===== src/pbc_pkg.sv =====
// Shared types, constants and CRC functions for the pak block CRC checker.
package pbc_pkg;

   // Result kinds
   typedef enum logic [1:0] {
      KIND_ADDR    = 2'd0,
      KIND_CRC     = 2'd1,
      KIND_VERDICT = 2'd2
   } kind_type;

   // Request action codes
   typedef enum logic {
      ACT_ADDRESS = 1'b0,
      ACT_DATA    = 1'b1
   } action_type;

   localparam logic [7:0]  CRC_POLY       = 8'h85;
   localparam logic [15:0] ADDR_BASE_MASK = 16'hFFE0;
   localparam int          ADDR_LOW_BITS  = 5;

   // Per-bit contributions to the 5-bit address CRC, indexed by address bit
   localparam logic [4:0] ADDR_XOR [16] = '{
      5'h00, 5'h00, 5'h00, 5'h00, 5'h00, 5'h15, 5'h1F, 5'h0B,
      5'h16, 5'h19, 5'h07, 5'h0E, 5'h1C, 5'h0D, 5'h1A, 5'h01
   };

   // Replace low address bits with the address CRC
   function automatic logic [15:0] code_address(input logic [15:0] addr);
      logic [4:0] crc;
      crc = '0;
      for (int b = ADDR_LOW_BITS; b < 16; b++) begin
         if (addr[b]) begin
            crc = crc ^ ADDR_XOR[b];
         end
      end
      return (addr & ADDR_BASE_MASK) | {11'd0, crc};
   endfunction

   // Shift one byte MSB first into the CRC-8 register
   function automatic logic [7:0] crc_shift_byte(input logic [7:0] crc,
                                                 input logic [7:0] din);
      logic [7:0] c;
      logic       msb;
      c = crc;
      for (int j = 7; j >= 0; j--) begin
         msb = c[7];
         c   = {c[6:0], din[j]} ^ (msb ? CRC_POLY : 8'h00);
      end
      return c;
   endfunction

endpackage


===== src/pbc_channels.sv =====
// Request and response stream interfaces for the pak block CRC checker.
interface pbc_req_if;
   logic        valid;
   logic        ready;
   logic        action;
   logic [15:0] address;
   logic [7:0]  data_byte;

   modport source (output valid, output action, output address, output data_byte,
                   input ready);
   modport sink   (input valid, input action, input address, input data_byte,
                   output ready);
endinterface

interface pbc_rsp_if;
   logic              valid;
   logic              ready;
   pbc_pkg::kind_type kind;
   logic [15:0]       coded_address;
   logic [7:0]        crc_value;
   logic              crc_ok;

   modport source (output valid, output kind, output coded_address, output crc_value,
                   output crc_ok, input ready);
   modport sink   (input valid, input kind, input coded_address, input crc_value,
                   input crc_ok, output ready);
endinterface


===== src/pak_block_crc_checker_core.sv =====
// Pak block CRC checker: address coding, CRC-8 over a data block, CRC check.
// Responses come from an output register, valid in the cycle after request accept.
// Throughput: one request per cycle; the single CRC-8 byte update plus the
//   zero-byte augmentation path sets the cycle, stalls only on rsp backpressure.
// Reset (synchronous, active high): byte counter idle (BLOCK_BYTES+1), CRC
//   and final CRC cleared, response register empty.
module pak_block_crc_checker_core #(
   parameter int BLOCK_BYTES = 32
) (
   input logic      clock,
   input logic      reset,
   pbc_req_if.sink  req_chan,
   pbc_rsp_if.source rsp_chan
);
   import pbc_pkg::*;

   // Counter holds 0..BLOCK_BYTES+1; the top value means idle until an address
   localparam int CNT_W = $clog2(BLOCK_BYTES + 2);
   localparam logic [CNT_W-1:0] CNT_LAST  = CNT_W'(BLOCK_BYTES - 1);
   localparam logic [CNT_W-1:0] CNT_CHECK = CNT_W'(BLOCK_BYTES);
   localparam logic [CNT_W-1:0] CNT_IDLE  = CNT_W'(BLOCK_BYTES + 1);

   // Block state
   logic [CNT_W-1:0] count_ff, count_in;
   logic [7:0]       crc_ff, crc_in;
   logic [7:0]       final_ff, final_in;

   // Response register
   logic             rsp_valid_ff, rsp_valid_in;
   kind_type         kind_ff, kind_in;
   logic [15:0]      coded_ff, coded_in;
   logic [7:0]       crc_value_ff, crc_value_in;
   logic             crc_ok_ff, crc_ok_in;

   logic             req_accept;
   logic             emit;
   logic [7:0]       crc_next;
   logic [7:0]       crc_aug;

   // Request is taken whenever the output slot is free or being drained
   assign req_chan.ready = !rsp_valid_ff || rsp_chan.ready;
   assign req_accept     = req_chan.valid && req_chan.ready;

   // Byte update and zero-byte augmentation for the last data byte
   assign crc_next = crc_shift_byte(crc_ff, req_chan.data_byte);
   assign crc_aug  = crc_shift_byte(crc_next, 8'h00);

   always_comb begin
      count_in     = count_ff;
      crc_in       = crc_ff;
      final_in     = final_ff;
      emit         = 1'b0;
      kind_in      = kind_ff;
      coded_in     = coded_ff;
      crc_value_in = crc_value_ff;
      crc_ok_in    = crc_ok_ff;
      if (req_accept) begin
         priority if (req_chan.action == ACT_ADDRESS) begin
            // address always restarts the block
            crc_in       = 8'h00;
            count_in     = '0;
            emit         = 1'b1;
            kind_in      = KIND_ADDR;
            coded_in     = code_address(req_chan.address);
            crc_value_in = 8'h00;
            crc_ok_in    = 1'b0;
         end else if (count_ff < CNT_CHECK) begin
            crc_in   = crc_next;
            count_in = count_ff + CNT_W'(1);
            if (count_ff == CNT_LAST) begin
               final_in     = crc_aug;
               emit         = 1'b1;
               kind_in      = KIND_CRC;
               coded_in     = 16'h0000;
               crc_value_in = crc_aug;
               crc_ok_in    = 1'b0;
            end
         end else if (count_ff == CNT_CHECK) begin
            // received CRC byte: verdict, then idle
            count_in     = CNT_IDLE;
            emit         = 1'b1;
            kind_in      = KIND_VERDICT;
            coded_in     = 16'h0000;
            crc_value_in = final_ff;
            crc_ok_in    = (req_chan.data_byte == final_ff);
         end else begin
            // data while idle is dropped
         end
      end
      rsp_valid_in = emit || (rsp_valid_ff && !rsp_chan.ready);
   end

   always_ff @(posedge clock) begin
      if (reset) begin
         count_ff     <= CNT_IDLE;
         crc_ff       <= 8'h00;
         final_ff     <= 8'h00;
         rsp_valid_ff <= 1'b0;
      end else begin
         count_ff     <= count_in;
         crc_ff       <= crc_in;
         final_ff     <= final_in;
         rsp_valid_ff <= rsp_valid_in;
      end
   end

   // Payload holds while the slot is full and stalled
   always_ff @(posedge clock) begin
      kind_ff      <= kind_in;
      coded_ff     <= coded_in;
      crc_value_ff <= crc_value_in;
      crc_ok_ff    <= crc_ok_in;
   end

   assign rsp_chan.valid         = rsp_valid_ff;
   assign rsp_chan.kind          = kind_ff;
   assign rsp_chan.coded_address = coded_ff;
   assign rsp_chan.crc_value     = crc_value_ff;
   assign rsp_chan.crc_ok        = crc_ok_ff;

   // Counter never passes the idle value
   a_count_range: assert property (@(posedge clock) disable iff (reset)
      count_ff <= CNT_IDLE)
      else $error("byte counter out of range");

   // An accepted address yields a coded-address response next cycle
   a_addr_rsp: assert property (@(posedge clock) disable iff (reset)
      (req_accept && req_chan.action == ACT_ADDRESS) |=>
         (rsp_valid_ff && kind_ff == KIND_ADDR && count_ff == '0))
      else $error("address request without coded-address response");

   // Verdict reports the stored final CRC and leaves the block idle
   a_verdict: assert property (@(posedge clock) disable iff (reset)
      (rsp_valid_ff && kind_ff == KIND_VERDICT && $changed(rsp_valid_ff)) |->
         (crc_value_ff == final_ff && count_ff == CNT_IDLE))
      else $error("verdict inconsistent with final CRC");

   // Pass flag only ever set on a verdict
   a_ok_kind: assert property (@(posedge clock) disable iff (reset)
      (rsp_valid_ff && crc_ok_ff) |-> (kind_ff == KIND_VERDICT))
      else $error("crc_ok set on non-verdict response");

endmodule


===== src/flat_wrapper.sv =====
// flat-port wrapper written by rule: the top's interface ports become plain ports
module pak_block_crc_checker_core_flat import pbc_pkg::*;
#(
   parameter int BLOCK_BYTES = 32
)
  (clock, reset, req_chan_valid, req_chan_action, req_chan_address, req_chan_data_byte, req_chan_ready, rsp_chan_valid, rsp_chan_kind, rsp_chan_coded_address, rsp_chan_crc_value, rsp_chan_crc_ok, rsp_chan_ready);
  pbc_req_if req_chan_i ();
  pbc_rsp_if rsp_chan_i ();
  input logic clock;
  input logic reset;
  input wire logic [$bits(req_chan_i.valid)-1:0] req_chan_valid;
  input wire logic [$bits(req_chan_i.action)-1:0] req_chan_action;
  input wire logic [$bits(req_chan_i.address)-1:0] req_chan_address;
  input wire logic [$bits(req_chan_i.data_byte)-1:0] req_chan_data_byte;
  output wire logic [$bits(req_chan_i.ready)-1:0] req_chan_ready;
  output wire logic [$bits(rsp_chan_i.valid)-1:0] rsp_chan_valid;
  output wire logic [$bits(rsp_chan_i.kind)-1:0] rsp_chan_kind;
  output wire logic [$bits(rsp_chan_i.coded_address)-1:0] rsp_chan_coded_address;
  output wire logic [$bits(rsp_chan_i.crc_value)-1:0] rsp_chan_crc_value;
  output wire logic [$bits(rsp_chan_i.crc_ok)-1:0] rsp_chan_crc_ok;
  input wire logic [$bits(rsp_chan_i.ready)-1:0] rsp_chan_ready;
  assign req_chan_i.valid = req_chan_valid;
  assign req_chan_i.action = req_chan_action;
  assign req_chan_i.address = req_chan_address;
  assign req_chan_i.data_byte = req_chan_data_byte;
  assign req_chan_ready = req_chan_i.ready;
  assign rsp_chan_valid = rsp_chan_i.valid;
  assign rsp_chan_kind = rsp_chan_i.kind;
  assign rsp_chan_coded_address = rsp_chan_i.coded_address;
  assign rsp_chan_crc_value = rsp_chan_i.crc_value;
  assign rsp_chan_crc_ok = rsp_chan_i.crc_ok;
  assign rsp_chan_i.ready = rsp_chan_ready;
  pak_block_crc_checker_core #(.BLOCK_BYTES(BLOCK_BYTES)) u_core (.clock(clock), .reset(reset), .req_chan(req_chan_i), .rsp_chan(rsp_chan_i));
endmodule

===== config.mk =====
export PLATFORM = sky130hd
export DESIGN_NAME = pak_block_crc_checker_core_flat
export DESIGN_NICKNAME = d
export VERILOG_FILES = /design/src/pbc_pkg.sv /design/src/pbc_channels.sv /design/src/pak_block_crc_checker_core.sv /design/src/flat_wrapper.sv
export SDC_FILE = /design/constraint.sdc
export NUM_CORES = 1
export LEC_CHECK = 0
export ABC_CLOCK_PERIOD_IN_PS = 8500
export BUFFER_PORTS_ARGS = -buffer_cell sky130_fd_sc_hd__buf_2
export CAP_MARGIN = 10
export CORE_ASPECT_RATIO = 1.25
export CORE_MARGIN = 8
export CORE_UTILIZATION = 25
export CTS_BUF_LIST = sky130_fd_sc_hd__clkbuf_2 sky130_fd_sc_hd__clkbuf_4 sky130_fd_sc_hd__clkbuf_8
export DETAILED_ROUTE_END_ITERATION = 7
export MAX_ROUTING_LAYER = met4
export RECOVER_POWER = 100
export REMOVE_ABC_BUFFERS = 1
export SYNTH_ARGS = -nofsm -noshare
export SYNTH_HDL_FRONTEND = slang
export SYNTH_SLANG_ARGS = --single-unit

===== constraint.sdc =====
create_clock -name clock -period 8.5 [get_ports clock]
set_input_delay 1.7 -clock clock [delete_from_list [all_inputs] [get_ports clock]]
set_output_delay 1.7 -clock clock [all_outputs]
set_load 0.1 [all_outputs]

==> key figures, run 1 <==
Placed design
  – GP Congestion: approximately 0.8
  – Placed insts: approximately 440
  – HPWL after DPL: between 4 and 5 mm
  – Pre-CTS WS: 4306 ps
  – Port Buffers: 52

Clocking
  – Post-CTS Hold Buffers: 0
  – Number of CTS-inserted buffers: 5
  – Htree depth: 2
  – CTS sink count: 50
  – Root Driver: clkbuf_8
  – TritonCTS clock tree: built
  – Setup Buffers After CTS: 0
  – Post-CTS Resized: 0
  – Clk buf depth: 2
  – Clock Latency Late Sink: between 300 and 400 ps
  – Clock-pin slew on the worst setup and hold paths: around 100 ps

Floorplan
  – Die H: around 130 um
  – Die width: about 110 um
  – Row count: 43
  – CORE AREA: 10980 um2
  – Io pins: between 50 and 60
  – Starting Density: 0.2531
  – Die area: 14760 um2

Synthesis
  – Synthesized instance count: between 200 and 300
  – Synth warn: 0
  – Yosys reg bits: 50
  – Top cell type by total area after synthesis: edfxtp_1
  – Synth unique cells: 42
  – Top post-synthesis cells by area: edfxtp_1 (29%), dfxtp_1 (17%), xnor2_1 (15%), nor2_1 (4.2%), xor2_1 (4.1%)
  – Sequential share of the synthesized area: 0.4577
  – Syn avg cell area: 10.44 um2
  – Cell Area, Synth: approximately 2800 um2
  – Top-area cell type share of the netlist area: 0.2919

STA
  – Fmax: roughly 220 MHz
  – Period minus WS final: 4620 ps
  – Unrepaired setup endpoints after global routing: no
  – Setup TNS: 0 ps
  – Max transition margin: -0.01618
  – Final setup vio count: 0
  – Clock skew: around 19 ps
  – Least-Margin Pin Slew: between 1500 and 2000 ps
  – Pins Over Slew Limit: 29
  – Setup ws final: approximately 3900 ps
  – Tcrit/Tclk final: 0.5435
  – Hold Vio Cnt, Final: 0

Routing
  – Met3 WL: approximately 460 um
  – Metal2 WL: 3.257 mm
  – TritonRoute pass-1 iters: 4
  – WL final: between 6 and 7 mm
  – Top routing layer in use: met4
  – Drt drc: 0
  – Via-to-Cell Ratio: roughly 4.5
  – Initial DRC count: 197
  – WL/cell: around 14 um
  – Via Count: between 2000 and 2500
  – Met1 wire length: about 2.5 mm
  – Post-route ant nets: 0

Layout
  – Commonest cells after routing, fill and taps aside: xnor2_1 (46), clkbuf_1 (33), nor2_1 (31)
  – Layout cell share with drive strength beyond 1: 0.1083
  – Ant. Diodes: 0
  – Synth-to-Final Area Change: 15.45%
  – # nets final: around 340
  – Most common cell after layout, fill and taps aside: xnor2_1
  – Finished Layout Cells: around 450

Global route
  – Congestion Overflow GR: 0
  – Largest net degree at the start of global routing: 29
  – Vias in the first global route: 2104
  – Initial antenna violation count: 0
  – GR Util All Layers: 0.08968
  – First-pass GRT wire length: approximately 10 mm

Hold path
  – Hold Path Class: register to register

Power
  – Combinational share of power: 0.303
  – PD cells: ~190 nW/um2
  – VDD IR max: approximately 0.070 mV
  – Switching pwr: roughly 220 uW
  – Reported leakage power: around 0.0012 uW
  – Clock power frac: 0.238
  – Pint: 383.2 uW
  – Sequential share of power: 0.459
  – Switching share of total power: 0.3627

Status
  – Outcome: complete, but fails checks
  – Failing checks: max-capacitance violations, max-slew violations

Critical path
  – Worst Setup End Kind: output pin
  – Req. time, crit path: ~6800 ps
  – Kind of critical path: input pin to output pin
  – Worst Path Arrival: about 3000 ps
  – Critical-path maximum fanout: 7
  – Crit path launch type: input pin

Run
  – Max-cap violations: 1
[cell usage after synthesis]
cell type	count
a211o_2	1
a21oi_1	13
a22o_1	1
a22oi_1	5
a41oi_1	1
and2_1	1
and4_1	1
buf_2	1
clkbuf_1	10
clkbuf_2	2
clkinv_1	1
dfxtp_1	23
edfxtp_1	27
ha_1	2
inv_1	5
mux2i_1	2
nand2_1	10
nand2b_1	4
nand3_1	13
nand3b_1	2
nand4_1	3
nor2_1	31
nor2b_1	15
nor3_1	5
nor3b_1	1
nor4_1	2
o211a_1	3
o211ai_1	1
o21a_1	1
o21ai_0	4
o21bai_1	3
o41ai_1	1
or3_1	1
or3_2	2
or4_1	1
xnor2_1	46
xnor3_1	3
xnor3_2	2
xor2_1	13
xor2_2	1
xor3_1	1
xor3_4	1
[layer usage]
layer  vias to the layer above  track usage
li1                       1002            -
met1                       947      0.09488
met2                        57       0.1596
met3                         5      0.02160
met4                         0      0.02524
met5                         -            -
[path summary, 6_finish.rpt]
kind | startpoint | to | slack (ps) | cells past startpoint
hold reg to reg | u_core.final_ff[3]$_SDFFE_PP0P_ | u_core.final_ff[3]$_SDFFE_PP0P_ | 490 | 2
hold / removal | u_core.final_ff[3]$_SDFFE_PP0P_ | u_core.final_ff[3]$_SDFFE_PP0P_ | 490 | 2
setup / recovery | rsp_chan_ready | req_chan_ready | 3880 | 3
setup reg to reg | u_core.count_ff[0]$_SDFFE_PP1P_ | u_core.rsp_chan.coded_address[15]$_SDFFCE_PP0P_ | 5540 | 7
[cell families after synthesis]
family | Yosys count | synth area share
compound gates | 34 | 0.08154
xor+xnor | 67 | 0.2518
fa+ha+maj | 2 | 0.009008
buf+inv | 19 | 0.02703
flops | 50 | 0.4577
mux | 2 | 0.007207
simple gates | 92 | 0.1658
[critical path, stage by stage]
cell      delay (ps)
buf_2             70
nand2b_1         240
clkbuf_1         900
[stage by stage]
stage | utilization | hold slack (ps) | instance area, um2 | total power (uW)
4_1_cts | 0.2966 | 497.4 | 3256 | 611.8
3_3_place_gp | 0.2884 | 474.3 | 3166 | 466.7
3_5_place_dp | 0.2884 | 482.8 | 3166 | 468.7
2_1_floorplan | - | 455.4 | 2725 | 429.3
5_1_grt | 0.2922 | 519.0 | 3207 | 628.4
6_report | 0.2922 | 494.3 | 3207 | 601.2
[cell type report]
cell class | instances | area, um2
timing repair buffer | 53 | 224.0
fill | 1196 | 7769
multi-input combinational | 197 | 1430
tap | 135 | 168.9
clock inverter | 1 | 6.256
sequential | 50 | 1271
clock buffer | 7 | 83.83
inverter | 6 | 22.52
[registers in the layout, indices dropped and copies added (netlist names)]
| signal | count |
|---|---|
| u_core.rsp_chan.coded_address | 16 |
| u_core.crc_ff | 8 |
| u_core.final_ff | 8 |
| u_core.rsp_chan.crc_value | 8 |
| u_core.count_ff | 6 |
| u_core.rsp_chan.kind | 2 |
| u_core.rsp_chan.crc_ok | 1 |
| u_core.rsp_chan.valid | 1 |
[power by group through the flow]
stage,logic [uW],clock network [uW],registers (uW)
floorplan,73.0,0,356
global placement,186,0,281
detailed placement,188,0,281
CTS,188,148,276
global route,193,157,278
finish,182,143,276
No activity file was read; power rests on OpenSTA's default activity.
==> inputs of run 2 (changes only) <==
--- a/config.mk
+++ b/config.mk
@@ -5,7 +5,7 @@
 export SDC_FILE = /design/constraint.sdc
 export NUM_CORES = 1
 export LEC_CHECK = 0
-export ABC_CLOCK_PERIOD_IN_PS = 8500
+export ABC_CLOCK_PERIOD_IN_PS = 3900
 export BUFFER_PORTS_ARGS = -buffer_cell sky130_fd_sc_hd__buf_2
 export CAP_MARGIN = 10
 export CORE_ASPECT_RATIO = 1.25
==> constraint.sdc (replaced) <==
create_clock -name clock -period 3.9 [get_ports clock]
set_input_delay 0.78 -clock clock [delete_from_list [all_inputs] [get_ports clock]]
set_output_delay 0.78 -clock clock [all_outputs]
set_load 0.1 [all_outputs]
==> key figures, run 2 (synthesis results as in run 1) <==
Routing
  – Via Count: 2000 (-0.55%)
  – Drt drc: 0 (unchanged)
  – WL/cell: 14.32 um (+1.8%)
  – Initial DRC count: 136 (-31%)
  – Via-to-Cell Ratio: 4.454 (-0.55%)
  – WL final: 6.431 mm (+1.8%)
  – Post-route ant nets: 0 (unchanged)
  – TritonRoute pass-1 iters: 4 (unchanged)

Hold path
  – Hold path start: u_core.final_ff[3]$_SDFFE_PP0P_
  – Hold Path Class: register to register
  – Worst hold path depth: 2 (unchanged)
  – End of the worst hold path: u_core.final_ff[3]$_SDFFE_PP0P_

Layout
  – Commonest cells after routing, fill and taps aside: xnor2_1 (46), clkbuf_1 (34), nor2_1 (31)
  – Synth-to-Final Area Change: 15.32%
  – Layout cell share with drive strength beyond 1: 0.1019 (-0.006369)
  – Area of the multi-input gates: 1426 um2 (-0.26%)
  – Max reg flops: 16 (unchanged)
  – Most common cell after layout, fill and taps aside: xnor2_1
  – Ant. Diodes: 0 (unchanged)
  – Filler instances: 1180 (-1.3%)
  – # nets final: 344 (unchanged)
  – Sequential Area: 1271 um2 (unchanged)
  – Finished Layout Cells: 449 (unchanged)

Power
  – Reported leakage power: 0.001174 uW (-0.35%)
  – VDD IR max: 0.1417 mV (+100%)
  – PD cells: 407.5 nW/um2 (+120%)

Clocking
  – Post-CTS Hold Buffers: 0 (unchanged)
  – Clock Latency Late Sink: 300 ps (about the same)
  – Clock-pin slew on the worst setup and hold paths: 90 ps (about the same)
  – Htree depth: 2 (unchanged)
  – CTS sink count: 50 (unchanged)
  – Clk buf depth: 2 (unchanged)
  – Setup Buffers After CTS: 0 (unchanged)
  – TritonCTS clock tree: built
  – Root Driver: clkbuf_8
  – Number of CTS-inserted buffers: 5 (unchanged)
  – Post-CTS Resized: 0 (unchanged)

Global route
  – First-pass GRT wire length: 10.49 mm (+2.4%)
  – Vias in the first global route: 2133 (+1.4%)
  – Largest net degree at the start of global routing: 29 (unchanged)
  – GR Util All Layers: 0.09172 (+0.002043)
  – Initial antenna violation count: 0 (unchanged)
  – Congestion Overflow GR: 0 (unchanged)

Critical path
  – Reg2reg start: u_core.crc_ff[7]$_SDFFE_PP0P_
  – Bufs and invs on worst path: 2 (unchanged)
  – CP cell instances: buf_2 -> nand2b_1 -> clkbuf_1
  – Critical-path maximum fanout: 7 (unchanged)
  – Worst Path Arrival: 2010 ps (-910 ps)
  – R2r endpoint: u_core.rsp_chan.crc_value[0]$_SDFFCE_PN0P_
  – Req. time, crit path: 3120 ps (-3680 ps)
  – Max incr delay on CP: 900 ps (about the same)
  – Top delay family on crit path: buffers and inverters
  – Kind of critical path: input pin to output pin
  – Slowest stage cell, crit path: clkbuf_1
  – R2r setup slk: 1260 ps (-4280 ps)
  – Path depth of the worst reg2reg path: 5 (-2)
  – Worst Setup End Kind: output pin
  – Crit path launch type: input pin

STA
  – Unrepaired setup endpoints after global routing: no
  – Final setup vio count: 0 (unchanged)
  – Max transition margin: 0.2020 (+0.2182)
  – Clock skew: 16.88 ps (-2.303 ps)
  – Period minus WS final: 2793 ps
  – Tcrit/Tclk final: 0.7161
  – Hold Vio Cnt, Final: 0 (unchanged)
  – Least-Margin Pin Slew: 1202 ps (-322.1 ps)
  – Pins Over Slew Limit: 0 (-100%)
  – Fmax: between 300 and 400 MHz
  – Setup TNS: 0 ps (unchanged)

Placed design
  – Port Buffers: 52 (unchanged)
  – HPWL after DPL: 4.975 mm (+2.6%)
  – Placed insts: 441 (unchanged)
  – GP Congestion: 0.8100 (+1.6%)

Floorplan
  – Starting Density: 0.2531 (unchanged)
  – CORE AREA: 10980 um2 (unchanged)
  – Die H: 133.9 um (unchanged)
  – Row count: 43 (unchanged)
  – Die width: 110.3 um (unchanged)
  – Die area: 14760 um2 (unchanged)
  – Io pins: 58 (unchanged)

Status
  – Outcome: finished clean

Run
  – Max-cap violations: 0 (-1)
[run 2: changes by cell type in the layout (fill, tap and decap cells not counted)]
cell	change
buf_2	-2
a21oi_1	-1
a21oi_2	+1
buf_4	+1
clkbuf_1	+1
clkbuf_4	-1
clkinv_1	+1
inv_4	-1
inv_6	+1
xor2_1	+1
xor2_2	-1
[run 2: routing by layer]
layer,wire length [um],share of wire,up-vias,global-route usage
met5,0,0,-,-
li1,-,-,1004,-
met1,2577,0.40,938,0.09726
met4,74,0.012,0,0.02450
met2,3320,0.52,51,0.1649
met3,459,0.071,7,0.02016
[run 2: final cells by class]
class	instances	share of cell area
clock inverters	2	0.003906
inverters	6	0.007031
repair buffers	53	0.07031
clock buffers	6	0.02383
multi-input cells	197	0.4453
well taps	135	0.05273
flip-flops and latches	50	0.3969
[run 2: tightest hold or removal path, cell delays in order, from the launching register on]
cell and delay, ps:
dfxtp_1 340, nand2_1 60, a21oi_1 60
[run 2: power breakdown]
part	internal [uW]	total, uW	switching [uW]
Sequential	588	601	12.6
Clock	134	306	171
Combinational	105	399	294
[run 2: worst max path at each step]
stage                               start                                             end  slack [ps]  depth (start not counted)
final                      rsp_chan_ready                                  req_chan_ready        1110                          3
after global routing      req_chan_action                 u_core.final_ff[7]$_SDFFE_PP0P_        1010                          7
after CTS                 req_chan_action                 u_core.final_ff[7]$_SDFFE_PP0P_        1240                          7
after detailed placement  req_chan_action                 u_core.final_ff[7]$_SDFFE_PP0P_         920                          7
after global placement    req_chan_action                 u_core.final_ff[7]$_SDFFE_PP0P_         940                          7
after floorplan            rsp_chan_ready  u_core.rsp_chan.coded_address[0]$_SDFFCE_PP0P_         120                          3
[run 2: through the flow]
step	utilization	power, uW	hold slack (ps)	area, um2	setup slack (ps)
final	0.2918	1305	505.1	3203	1107
after CTS	0.2965	1332	508.0	3254	1240
after global routing	0.2918	1365	533.8	3203	1011
after floorplan	-	935.6	455.4	2725	120.8
after global placement	0.2884	1017	474.8	3166	942.2
after detailed placement	0.2884	1023	493.7	3166	920.4
